**config.mk**
```make
export PLATFORM = sky130hd
export DESIGN_NAME = ordered_queue_remove_by_id_core_flat
export DESIGN_NICKNAME = d
export VERILOG_FILES = /design/src/sv/oqr_pkg.sv /design/src/sv/oqr_req_if.sv /design/src/sv/oqr_rsp_if.sv /design/src/sv/ordered_queue_remove_by_id_core.sv /design/src/sv/oqr_entry_mem.sv /design/src/flat_wrapper.sv
export SDC_FILE = /design/constraint.sdc
export NUM_CORES = 1
export LEC_CHECK = 0
export BUFFER_PORTS_ARGS = -buffer_cell sky130_fd_sc_hd__buf_2
export CORE_MARGIN = 5
export CORE_UTILIZATION = 27
export DETAILED_ROUTE_END_ITERATION = 8
export GPL_ROUTABILITY_DRIVEN = 0
export GPL_TIMING_DRIVEN = 0
export HOLD_SLACK_MARGIN = 0.03
export PLACE_DENSITY = 0.37
export SKIP_LAST_GASP = 1
export SLEW_MARGIN = 10
export SYNTH_ARGS = -nofsm -noshare
export SYNTH_HDL_FRONTEND = slang
export SYNTH_SLANG_ARGS = --single-unit
```
**constraint.sdc**
```tcl
create_clock -name clk -period 11.3 [get_ports clk]
set_input_delay 0.565 -clock clk [delete_from_list [all_inputs] [get_ports clk]]
set_output_delay 0.565 -clock clk [all_outputs]
set_load 0.02 [all_outputs]
```
**src/sv/oqr_pkg.sv**
```systemverilog
// Shared constants, request codes and controller state type for the ordered queue.
package oqr_pkg;

    // Fixed field widths of the request and result transactions
    localparam int KIND_W   = 2;
    localparam int ID_W     = 16;
    localparam int HANDLE_W = 32;
    localparam int LENGTH_W = 10;
    localparam int TOTAL_W  = 5;

    // Default storage geometry
    localparam int DEPTH_DEF       = 16;
    localparam int ID_BITS_DEF     = 16;
    localparam int HANDLE_BITS_DEF = 32;
    localparam int LEN_BITS_DEF    = 10;
    localparam int ENTRY_W_DEF     = ID_BITS_DEF + HANDLE_BITS_DEF + LEN_BITS_DEF;

    typedef enum logic [KIND_W-1:0] {
        KIND_APPEND = 2'd0,
        KIND_REMOVE = 2'd1,
        KIND_POP    = 2'd2
    } kind_t;

    typedef enum logic [2:0] {
        ST_IDLE,
        ST_SEARCH,
        ST_SHIFT,
        ST_HRD,
        ST_HLD,
        ST_DONE
    } state_t;

endpackage

```
**src/sv/oqr_req_if.sv**
```systemverilog
// Request channel interface: operation kind, id to remove, text handle and length.
interface oqr_req_if;
    logic                          valid;
    logic                          ready;
    logic [oqr_pkg::KIND_W-1:0]    kind;
    logic [oqr_pkg::ID_W-1:0]      req_id;
    logic [oqr_pkg::HANDLE_W-1:0]  text_handle;
    logic [oqr_pkg::LENGTH_W-1:0]  text_length;

    modport source (output valid, output kind, output req_id, output text_handle,
                    output text_length, input ready);
    modport sink   (input valid, input kind, input req_id, input text_handle,
                    input text_length, output ready);
endinterface

```
**src/sv/oqr_rsp_if.sv**
```systemverilog
// Result channel interface: status, assigned id, head entry and entry count.
interface oqr_rsp_if;
    logic                          valid;
    logic                          ready;
    logic                          ok;
    logic [oqr_pkg::ID_W-1:0]      assigned_id;
    logic                          head_valid;
    logic [oqr_pkg::ID_W-1:0]      head_id;
    logic [oqr_pkg::HANDLE_W-1:0]  head_handle;
    logic [oqr_pkg::LENGTH_W-1:0]  head_length;
    logic [oqr_pkg::TOTAL_W-1:0]   entry_total;

    modport source (output valid, output ok, output assigned_id, output head_valid,
                    output head_id, output head_handle, output head_length,
                    output entry_total, input ready);
    modport sink   (input valid, input ok, input assigned_id, input head_valid,
                    input head_id, input head_handle, input head_length,
                    input entry_total, output ready);
endinterface

```
**src/sv/ordered_queue_remove_by_id_core.sv**
```systemverilog
// Ordered bounded queue with append, remove-by-id and pop, entries kept in one RAM.
//
//  channel | dir | handshake    | payload
//  --------+-----+--------------+---------------------------------------------------------
//  req     | in  | valid/ready  | kind, req_id, text_handle, text_length
//  rsp     | out | valid/ready  | ok, assigned_id, head_valid, head_id, head_handle,
//          |     |              | head_length, entry_total
//
// One transaction is worked on at a time.
// Append, refused append, remove on an empty queue and unused kind go straight to the done state.
// Pop: if entries remain, the new head is fetched from the RAM (read state, then load state).
// Remove: the search walks the RAM one entry per cycle, stopping at the match or the last entry,
// and a gap left inside the queue is closed by a read/write copy loop.
// Reset is asynchronous and leaves the queue empty; the RAM is not cleared.
// A finished result waits in the output register while the next request is taken.

module ordered_queue_remove_by_id_core #(
    parameter int DEPTH       = oqr_pkg::DEPTH_DEF,
    parameter int ID_BITS     = oqr_pkg::ID_BITS_DEF,
    parameter int HANDLE_BITS = oqr_pkg::HANDLE_BITS_DEF,
    parameter int LEN_BITS    = oqr_pkg::LEN_BITS_DEF
) (
    input  logic  clk,
    input  logic  rst_n,
    oqr_req_if.sink   req,
    oqr_rsp_if.source rsp
);

    localparam int AW      = $clog2(DEPTH);       // physical slot address
    localparam int CW      = $clog2(DEPTH + 1);   // count / logical index
    localparam int ENTRY_W = ID_BITS + HANDLE_BITS + LEN_BITS;

    // Entries live in a circular buffer; logical index 0 is the head.
    function automatic logic [AW-1:0] phys(input logic [AW-1:0] base,
                                           input logic [CW-1:0] lidx);
        logic [CW:0] sum;
        sum = (CW+1)'(base) + (CW+1)'(lidx);
        if (sum >= (CW+1)'(DEPTH))
        begin
            sum = sum - (CW+1)'(DEPTH);
        end
        return sum[AW-1:0];
    endfunction

    // Control state
    oqr_pkg::state_t  state_reg, state_next;
    logic [CW-1:0]    count_reg, count_next;
    logic [AW-1:0]    head_ptr_reg, head_ptr_next;
    logic             dv_reg, dv_next;        // read data valid for cpos_reg
    logic             out_valid_reg;

    // Working payload
    logic [CW-1:0]          idx_reg, idx_next;   // next logical index to read
    logic [CW-1:0]          cpos_reg, cpos_next; // logical index of the read data
    logic [ID_BITS-1:0]     tail_id_reg, tail_id_next;
    logic [ID_BITS-1:0]     prev_id_reg, prev_id_next;
    logic [ID_BITS-1:0]     want_reg, want_next;
    logic [ID_BITS-1:0]     hd_id_reg, hd_id_next;
    logic [HANDLE_BITS-1:0] hd_handle_reg, hd_handle_next;
    logic [LEN_BITS-1:0]    hd_len_reg, hd_len_next;
    logic                   ok_reg, ok_next;
    logic [ID_BITS-1:0]     given_reg, given_next;

    // Output register
    logic                          out_ok_reg;
    logic [oqr_pkg::ID_W-1:0]      out_given_reg;
    logic                          out_hv_reg;
    logic [oqr_pkg::ID_W-1:0]      out_hid_reg;
    logic [oqr_pkg::HANDLE_W-1:0]  out_hh_reg;
    logic [oqr_pkg::LENGTH_W-1:0]  out_hl_reg;
    logic [oqr_pkg::TOTAL_W-1:0]   out_total_reg;
    logic                          out_load;

    // RAM port signals
    logic               mem_wr_en;
    logic [AW-1:0]      mem_wr_addr;
    logic [ENTRY_W-1:0] mem_wr_data;
    logic               mem_rd_en;
    logic [AW-1:0]      mem_rd_addr;
    logic [ENTRY_W-1:0] mem_rd_data;

    logic [ID_BITS-1:0]     rd_id;
    logic [HANDLE_BITS-1:0] rd_handle;
    logic [LEN_BITS-1:0]    rd_len;
    logic [ID_BITS-1:0]     new_id;
    logic [HANDLE_BITS-1:0] new_handle;
    logic [LEN_BITS-1:0]    new_len;
    logic [AW-1:0]          head_inc;
    logic [CW-1:0]          last_idx;

    assign rd_id     = mem_rd_data[ENTRY_W-1 -: ID_BITS];
    assign rd_handle = mem_rd_data[LEN_BITS +: HANDLE_BITS];
    assign rd_len    = mem_rd_data[LEN_BITS-1:0];

    assign new_id     = (count_reg == '0) ? '0 : tail_id_reg + ID_BITS'(1);
    assign new_handle = HANDLE_BITS'(req.text_handle);
    assign new_len    = LEN_BITS'(req.text_length);
    assign head_inc   = (head_ptr_reg == AW'(DEPTH - 1)) ? '0 : head_ptr_reg + AW'(1);
    assign last_idx   = count_reg - CW'(1);

    oqr_entry_mem #(
        .DEPTH (DEPTH),
        .WIDTH (ENTRY_W)
    ) u_mem (
        .clk     (clk),
        .wr_en   (mem_wr_en),
        .wr_addr (mem_wr_addr),
        .wr_data (mem_wr_data),
        .rd_en   (mem_rd_en),
        .rd_addr (mem_rd_addr),
        .rd_data (mem_rd_data)
    );

    always_comb
    begin
        state_next     = state_reg;
        count_next     = count_reg;
        head_ptr_next  = head_ptr_reg;
        dv_next        = 1'b0;
        idx_next       = idx_reg;
        cpos_next      = cpos_reg;
        tail_id_next   = tail_id_reg;
        prev_id_next   = prev_id_reg;
        want_next      = want_reg;
        hd_id_next     = hd_id_reg;
        hd_handle_next = hd_handle_reg;
        hd_len_next    = hd_len_reg;
        ok_next        = ok_reg;
        given_next     = given_reg;
        mem_wr_en      = 1'b0;
        mem_wr_addr    = phys(head_ptr_reg, count_reg);
        mem_wr_data    = {new_id, new_handle, new_len};
        mem_rd_en      = 1'b0;
        mem_rd_addr    = phys(head_ptr_reg, idx_reg);
        out_load       = 1'b0;
        req.ready      = (state_reg == oqr_pkg::ST_IDLE);

        unique case (state_reg)
            oqr_pkg::ST_IDLE:
            begin
                if (req.valid)
                begin
                    ok_next    = 1'b0;
                    given_next = '0;
                    want_next  = ID_BITS'(req.req_id);
                    state_next = oqr_pkg::ST_DONE;
                    unique case (oqr_pkg::kind_t'(req.kind))
                        oqr_pkg::KIND_APPEND:
                        begin
                            if (count_reg < CW'(DEPTH))
                            begin
                                mem_wr_en    = 1'b1;
                                count_next   = count_reg + CW'(1);
                                tail_id_next = new_id;
                                given_next   = new_id;
                                ok_next      = 1'b1;
                                if (count_reg == '0)
                                begin
                                    hd_id_next     = new_id;
                                    hd_handle_next = new_handle;
                                    hd_len_next    = new_len;
                                end
                            end
                        end
                        oqr_pkg::KIND_REMOVE:
                        begin
                            if (count_reg != '0)
                            begin
                                idx_next   = '0;
                                state_next = oqr_pkg::ST_SEARCH;
                            end
                        end
                        oqr_pkg::KIND_POP:
                        begin
                            if (count_reg != '0)
                            begin
                                ok_next       = 1'b1;
                                head_ptr_next = head_inc;
                                count_next    = last_idx;
                                if (count_reg > CW'(1))
                                begin
                                    state_next = oqr_pkg::ST_HRD;
                                end
                            end
                        end
                        default:
                        begin
                            // unused code: report current state only
                        end
                    endcase
                end
            end

            oqr_pkg::ST_SEARCH:
            begin
                // one read issued per cycle, compared when the registered read data returns
                mem_rd_en = (idx_reg < count_reg);
                cpos_next = idx_reg;
                dv_next   = mem_rd_en;
                if (mem_rd_en)
                begin
                    idx_next = idx_reg + CW'(1);
                end
                if (dv_reg)
                begin
                    if (rd_id == want_reg)
                    begin
                        ok_next = 1'b1;
                        if (cpos_reg == '0)
                        begin
                            // matching head: same as a pop
                            head_ptr_next = head_inc;
                            count_next    = last_idx;
                            state_next    = (count_reg > CW'(1)) ? oqr_pkg::ST_HRD
                                                                 : oqr_pkg::ST_DONE;
                        end
                        else if (cpos_reg == last_idx)
                        begin
                            // matching tail: newest id falls back to its predecessor
                            count_next   = last_idx;
                            tail_id_next = prev_id_reg;
                            state_next   = oqr_pkg::ST_DONE;
                        end
                        else
                        begin
                            idx_next   = cpos_reg + CW'(1);
                            dv_next    = 1'b0;
                            state_next = oqr_pkg::ST_SHIFT;
                        end
                    end
                    else
                    begin
                        prev_id_next = rd_id;
                        if (cpos_reg == last_idx)
                        begin
                            state_next = oqr_pkg::ST_DONE;
                        end
                    end
                end
            end

            oqr_pkg::ST_SHIFT:
            begin
                // copy entry i to i-1; reads run two slots ahead of writes
                mem_rd_en = (idx_reg < count_reg);
                cpos_next = idx_reg;
                dv_next   = mem_rd_en;
                if (mem_rd_en)
                begin
                    idx_next = idx_reg + CW'(1);
                end
                if (dv_reg)
                begin
                    mem_wr_en   = 1'b1;
                    mem_wr_addr = phys(head_ptr_reg, cpos_reg - CW'(1));
                    mem_wr_data = mem_rd_data;
                    if (cpos_reg == last_idx)
                    begin
                        count_next = last_idx;
                        state_next = oqr_pkg::ST_DONE;
                    end
                end
            end

            oqr_pkg::ST_HRD:
            begin
                mem_rd_en   = 1'b1;
                mem_rd_addr = head_ptr_reg;
                state_next  = oqr_pkg::ST_HLD;
            end

            oqr_pkg::ST_HLD:
            begin
                hd_id_next     = rd_id;
                hd_handle_next = rd_handle;
                hd_len_next    = rd_len;
                state_next     = oqr_pkg::ST_DONE;
            end

            oqr_pkg::ST_DONE:
            begin
                if (!out_valid_reg || rsp.ready)
                begin
                    out_load   = 1'b1;
                    state_next = oqr_pkg::ST_IDLE;
                end
            end

            default:
            begin
                state_next = oqr_pkg::ST_IDLE;
            end
        endcase
    end

    always_ff @(posedge clk or negedge rst_n)
    begin
        if (!rst_n)
        begin
            state_reg     <= oqr_pkg::ST_IDLE;
            count_reg     <= '0;
            head_ptr_reg  <= '0;
            dv_reg        <= 1'b0;
            out_valid_reg <= 1'b0;
        end
        else
        begin
            state_reg    <= state_next;
            count_reg    <= count_next;
            head_ptr_reg <= head_ptr_next;
            dv_reg       <= dv_next;
            if (out_load)
            begin
                out_valid_reg <= 1'b1;
            end
            else if (rsp.ready)
            begin
                out_valid_reg <= 1'b0;
            end
        end
    end

    always_ff @(posedge clk)
    begin
        idx_reg       <= idx_next;
        cpos_reg      <= cpos_next;
        tail_id_reg   <= tail_id_next;
        prev_id_reg   <= prev_id_next;
        want_reg      <= want_next;
        hd_id_reg     <= hd_id_next;
        hd_handle_reg <= hd_handle_next;
        hd_len_reg    <= hd_len_next;
        ok_reg        <= ok_next;
        given_reg     <= given_next;
        if (out_load)
        begin
            out_ok_reg    <= ok_reg;
            out_given_reg <= oqr_pkg::ID_W'(given_reg);
            out_hv_reg    <= (count_reg != '0);
            out_hid_reg   <= (count_reg != '0) ? oqr_pkg::ID_W'(hd_id_reg) : '0;
            out_hh_reg    <= (count_reg != '0) ? oqr_pkg::HANDLE_W'(hd_handle_reg) : '0;
            out_hl_reg    <= (count_reg != '0) ? oqr_pkg::LENGTH_W'(hd_len_reg) : '0;
            out_total_reg <= oqr_pkg::TOTAL_W'(count_reg);
        end
    end

    assign rsp.valid       = out_valid_reg;
    assign rsp.ok          = out_ok_reg;
    assign rsp.assigned_id = out_given_reg;
    assign rsp.head_valid  = out_hv_reg;
    assign rsp.head_id     = out_hid_reg;
    assign rsp.head_handle = out_hh_reg;
    assign rsp.head_length = out_hl_reg;
    assign rsp.entry_total = out_total_reg;

endmodule

```
**src/sv/oqr_entry_mem.sv**
```systemverilog
// Entry storage: one write port and one read port with registered read data.
module oqr_entry_mem #(
    parameter int DEPTH = oqr_pkg::DEPTH_DEF,
    parameter int WIDTH = oqr_pkg::ENTRY_W_DEF
) (
    input  logic                     clk,
    input  logic                     wr_en,
    input  logic [$clog2(DEPTH)-1:0] wr_addr,
    input  logic [WIDTH-1:0]         wr_data,
    input  logic                     rd_en,
    input  logic [$clog2(DEPTH)-1:0] rd_addr,
    output logic [WIDTH-1:0]         rd_data
);

    logic [WIDTH-1:0] entry_mem [DEPTH];
    logic [WIDTH-1:0] rd_data_reg;

    always_ff @(posedge clk)
    begin
        if (wr_en)
        begin
            entry_mem[wr_addr] <= wr_data;
        end
        if (rd_en)
        begin
            rd_data_reg <= entry_mem[rd_addr];
        end
    end

    assign rd_data = rd_data_reg;

endmodule
```
**src/flat_wrapper.sv**
```systemverilog
// flat-port wrapper written by rule: the top's interface ports become plain ports
module ordered_queue_remove_by_id_core_flat 
#(
    parameter int DEPTH       = oqr_pkg::DEPTH_DEF,
    parameter int ID_BITS     = oqr_pkg::ID_BITS_DEF,
    parameter int HANDLE_BITS = oqr_pkg::HANDLE_BITS_DEF,
    parameter int LEN_BITS    = oqr_pkg::LEN_BITS_DEF
)
  (clk, rst_n, req_valid, req_kind, req_req_id, req_text_handle, req_text_length, req_ready, rsp_valid, rsp_ok, rsp_assigned_id, rsp_head_valid, rsp_head_id, rsp_head_handle, rsp_head_length, rsp_entry_total, rsp_ready);
  oqr_req_if req_i ();
  oqr_rsp_if rsp_i ();
  input  logic clk;
  input  logic rst_n;
  input wire logic [$bits(req_i.valid)-1:0] req_valid;
  input wire logic [$bits(req_i.kind)-1:0] req_kind;
  input wire logic [$bits(req_i.req_id)-1:0] req_req_id;
  input wire logic [$bits(req_i.text_handle)-1:0] req_text_handle;
  input wire logic [$bits(req_i.text_length)-1:0] req_text_length;
  output wire logic [$bits(req_i.ready)-1:0] req_ready;
  output wire logic [$bits(rsp_i.valid)-1:0] rsp_valid;
  output wire logic [$bits(rsp_i.ok)-1:0] rsp_ok;
  output wire logic [$bits(rsp_i.assigned_id)-1:0] rsp_assigned_id;
  output wire logic [$bits(rsp_i.head_valid)-1:0] rsp_head_valid;
  output wire logic [$bits(rsp_i.head_id)-1:0] rsp_head_id;
  output wire logic [$bits(rsp_i.head_handle)-1:0] rsp_head_handle;
  output wire logic [$bits(rsp_i.head_length)-1:0] rsp_head_length;
  output wire logic [$bits(rsp_i.entry_total)-1:0] rsp_entry_total;
  input wire logic [$bits(rsp_i.ready)-1:0] rsp_ready;
  assign req_i.valid = req_valid;
  assign req_i.kind = req_kind;
  assign req_i.req_id = req_req_id;
  assign req_i.text_handle = req_text_handle;
  assign req_i.text_length = req_text_length;
  assign req_ready = req_i.ready;
  assign rsp_valid = rsp_i.valid;
  assign rsp_ok = rsp_i.ok;
  assign rsp_assigned_id = rsp_i.assigned_id;
  assign rsp_head_valid = rsp_i.head_valid;
  assign rsp_head_id = rsp_i.head_id;
  assign rsp_head_handle = rsp_i.head_handle;
  assign rsp_head_length = rsp_i.head_length;
  assign rsp_entry_total = rsp_i.entry_total;
  assign rsp_i.ready = rsp_ready;
  ordered_queue_remove_by_id_core #(.DEPTH(DEPTH), .ID_BITS(ID_BITS), .HANDLE_BITS(HANDLE_BITS), .LEN_BITS(LEN_BITS)) u_core (.clk(clk), .rst_n(rst_n), .req(req_i), .rsp(rsp_i));
endmodule
```
==> impl_results.md <==
- Fin crit share: 0.371
- Die Ht: 435 um
- Fraction of layout cells with a size suffix above 1: 0.163
- Main flop type after synthesis: edfxtp_1
- Commonest non-fill, non-tap cell in the layout: edfxtp_1
- Worst Setup SP: u_core.head_ptr_reg[0]$_DFFE_PN0P_
- Min Tclk post-route: 4.20 ns
- Highest Signal Layer: met5
- DR WL/cell: 24.4 um
- Async SR Flop Fraction: 0.0115
- Synth Net Count: 3553
- DRT iter0 DRCs: 2051
- Tot GR Track Use: 0.160
- Number of global-route vias before repair: 29100
- Static Leak: 20.0 nW
- Synth area leaders: edfxtp_1, nand2_1, nand3_1
- Cell Area, Synth: 0.0487 sq mm
- H-tree levels: 4
- CP Capture Type: flop
- Critical path class: reg2reg
- WP data required: 11.79 ns
- Met1 WL: 69400 um
- Fin nets: 3934
- Max Slew Vio Count: 0
- Post-route setup TNS: 0 ns
- Register area share after synthesis: 0.747
- FF+latch count, synth: 1214
- Multi-input logic area: 0.0115 sq mm
- Final Skew: 0.0281 ns
- Initial Util: 0.272
- R2R Path Start: u_core.head_ptr_reg[0]$_DFFE_PN0P_
- Maximum vdd drop: 0.000288 V
- Data arrival time at the worst-slack endpoint: 4.69 ns
- Clock root buffer: clkbuf_16
- Port bufs: 146
- PostCTS Resize Cnt: 0
- Max reg flops: 928
- F_max: 238 MHz
- PwrDens: 327 mW/mm^2
- R2R depth: 11
- Number of top-level pins: 147
- Most frequent cells in the layout: edfxtp_1, nand2_1, nand3_1
- RSZ-0062 raised after global routing: false
- Netlist cell types: 64
- Total setup buffers inserted after CTS: 0
- Total grt overflow: 0
- Sink Count: 1214
- Placed wire-length estimate: 103000 um
- Max-Cap Viols: 0
- # setup viols final: 0
- Post-Route WL: 154000 um
- Reg clk slew, reported paths: 0.06 ns
- TritonRoute pass-1 iters: 5
- Syn Inst Count: 3460
- Largest net degree at the start of global routing: 33
- CP Launch Type: flop
- WL met2: 75100 um
- Clock Latency Late Sink: 0.78 ns
- Die area: 0.189 sq mm
- Core Util, Final: 0.327
- Synthesized area per cell: 14.1 sq um
- Maximum clock path buffer count: 3
- Slew headroom: 0.226
- Initial antenna violation count: 12
- CTS tree: yes
- Post-synth EDFFs: 1200
- Crit Path Max Fanout: 10
- Status: complete, no violations
- Die Wd: 435 um
- DRC violations left: 0
- Synth warn: 0
- Worst-Margin Slew: 1.16 ns
- Reg area: 0.0364 sq mm
- Internal reg-to-reg setup slack: 7.10 ns
- Fillers: 17600
- Worst r2r dst: u_core.u_mem.rd_data[49]$_DFFE_PP_
- Core area: 0.179 sq mm
- Via density: 4.59
- First-pass GRT wire length: 220000 um
- Synth-to-layout area growth: 20.3%
- WL met3: 5920 um
- Yosys top cell area share: 0.740
- Final hold slack: 0.106 ns
- Total CTS buffers: 141
- Routed Antenna Nets: 0
- Crit path to: u_core.u_mem.rd_data[49]$_DFFE_PP_
- Vias post-DR: 29000
- Final hold vios: 0
- FP Rows: 155
- HP Class: in2reg
- Area leader, netlist: edfxtp_1
-- worst min path at each step --
stage                                            startpoint  depth (start not counted)                                  end  slack, ns
after global routing                    req_text_handle[25]                          2   u_core.hd_handle_reg[25]$_DFFE_PP_       0.06
final                                   req_text_handle[25]                          2   u_core.hd_handle_reg[25]$_DFFE_PP_       0.11
after floorplan                                       rst_n                          0      u_core.count_reg[0]$_DFFE_PN0P_       0.27
after detailed placement  u_core.given_reg[1]$_SDFFCE_PN0P_                          0  u_core.rsp.assigned_id[1]$_DFFE_PP_       0.40
after CTS                               req_text_handle[25]                          2   u_core.hd_handle_reg[25]$_DFFE_PP_       0.03
after global placement    u_core.given_reg[9]$_SDFFCE_PN0P_                          0  u_core.rsp.assigned_id[9]$_DFFE_PP_       0.40
-- where the power goes --
group          switching, mW  internal [mW]
combinational           6.34           2.51
clock                   1.88           2.56
sequential             0.204           5.67
-- layout make-up --
cell class,count,share of cell area
Sequential cell,1214,0.621
Multi-Input combinational cell,2030,0.196
Clock buffer,181,0.0651
Tap cell,2355,0.0503
Timing Repair Buffer,238,0.0389
Buffer,194,0.0167
Clock inverter,76,0.0109
Inverter,22,0.00141
Antenna cell,4,0.000171
-- metrics by stage --
stage / power [mW] / instances / setup WS [ns] / area, sq um
global route: 20.3 / 6311 / 6.98 / 58600
finish: 19.2 / 6314 / 7.10 / 58600
floorplan: 10.9 / 3460 / 6.41 / 48700
CTS: 19.6 / 6310 / 7.03 / 58600
global placement: 14.8 / 5961 / 2.52 / 52400
detailed placement: 15.0 / 6035 / 7.05 / 54000
-- critical path, cell delays in order (launching register included) --
cell and delay (ns):
dfrtp_1 0.56, ha_1 0.24, inv_1 0.05, fa_1 0.37, xnor2_1 0.16, mux2_2 0.30
nor2_4 0.71, buf_2 0.57, buf_2 0.40, nand3_1 0.13, nand4_1 0.20, mux2i_1 0.18
-- layer usage --
metal / vias up / GRT usage
li1: 13500 / -
met1: 14600 / 0.215
met2: 598 / 0.269
met3: 179 / 0.0244
met4: 2 / 0.0436
met5: - / 0
-- logic make-up (layout without fill, tap and decap cells) --
family,after synthesis,after routing,synth area share
XOR/XNOR,61,61,0.0110
buffers and inverters,216,711,0.0217
flip-flops,1214,1214,0.747
AND/OR/NAND/NOR,1558,1558,0.142
AO/OA/AOI/OAI,173,173,0.0254
multiplexers,209,209,0.0454
other,0,4,0
adder cells (fa/ha/maj),29,29,0.00791
-- synth_stat cells (all sizes together), types with 3 or more instances --
master  number
o22ai        6
nand2      893
buf        116
dfrtp       14
nand4       68
xnor2       44
fa           3
inv         22
o21ai       41
mux2i      121
xor2        17
a21o         6
o31ai       16
a21oi       15
nor2        62
nor2b       62
nand2b       9
nor3         9
a31oi        8
o211ai       5
nand3      425
ha          26
mux2        88
and2         7
edfxtp    1200
a32oi       59
and3         9
clkbuf      78
-- timing repair --
| action | CTS | global route |
|---|---|---|
| endpoints found under the hold margin | 31 | 0 |
| hold buffers | 18 | 0 |
| endpoints found under the setup margin | 0 | 0 |
(Power assumes the default switching activity.)
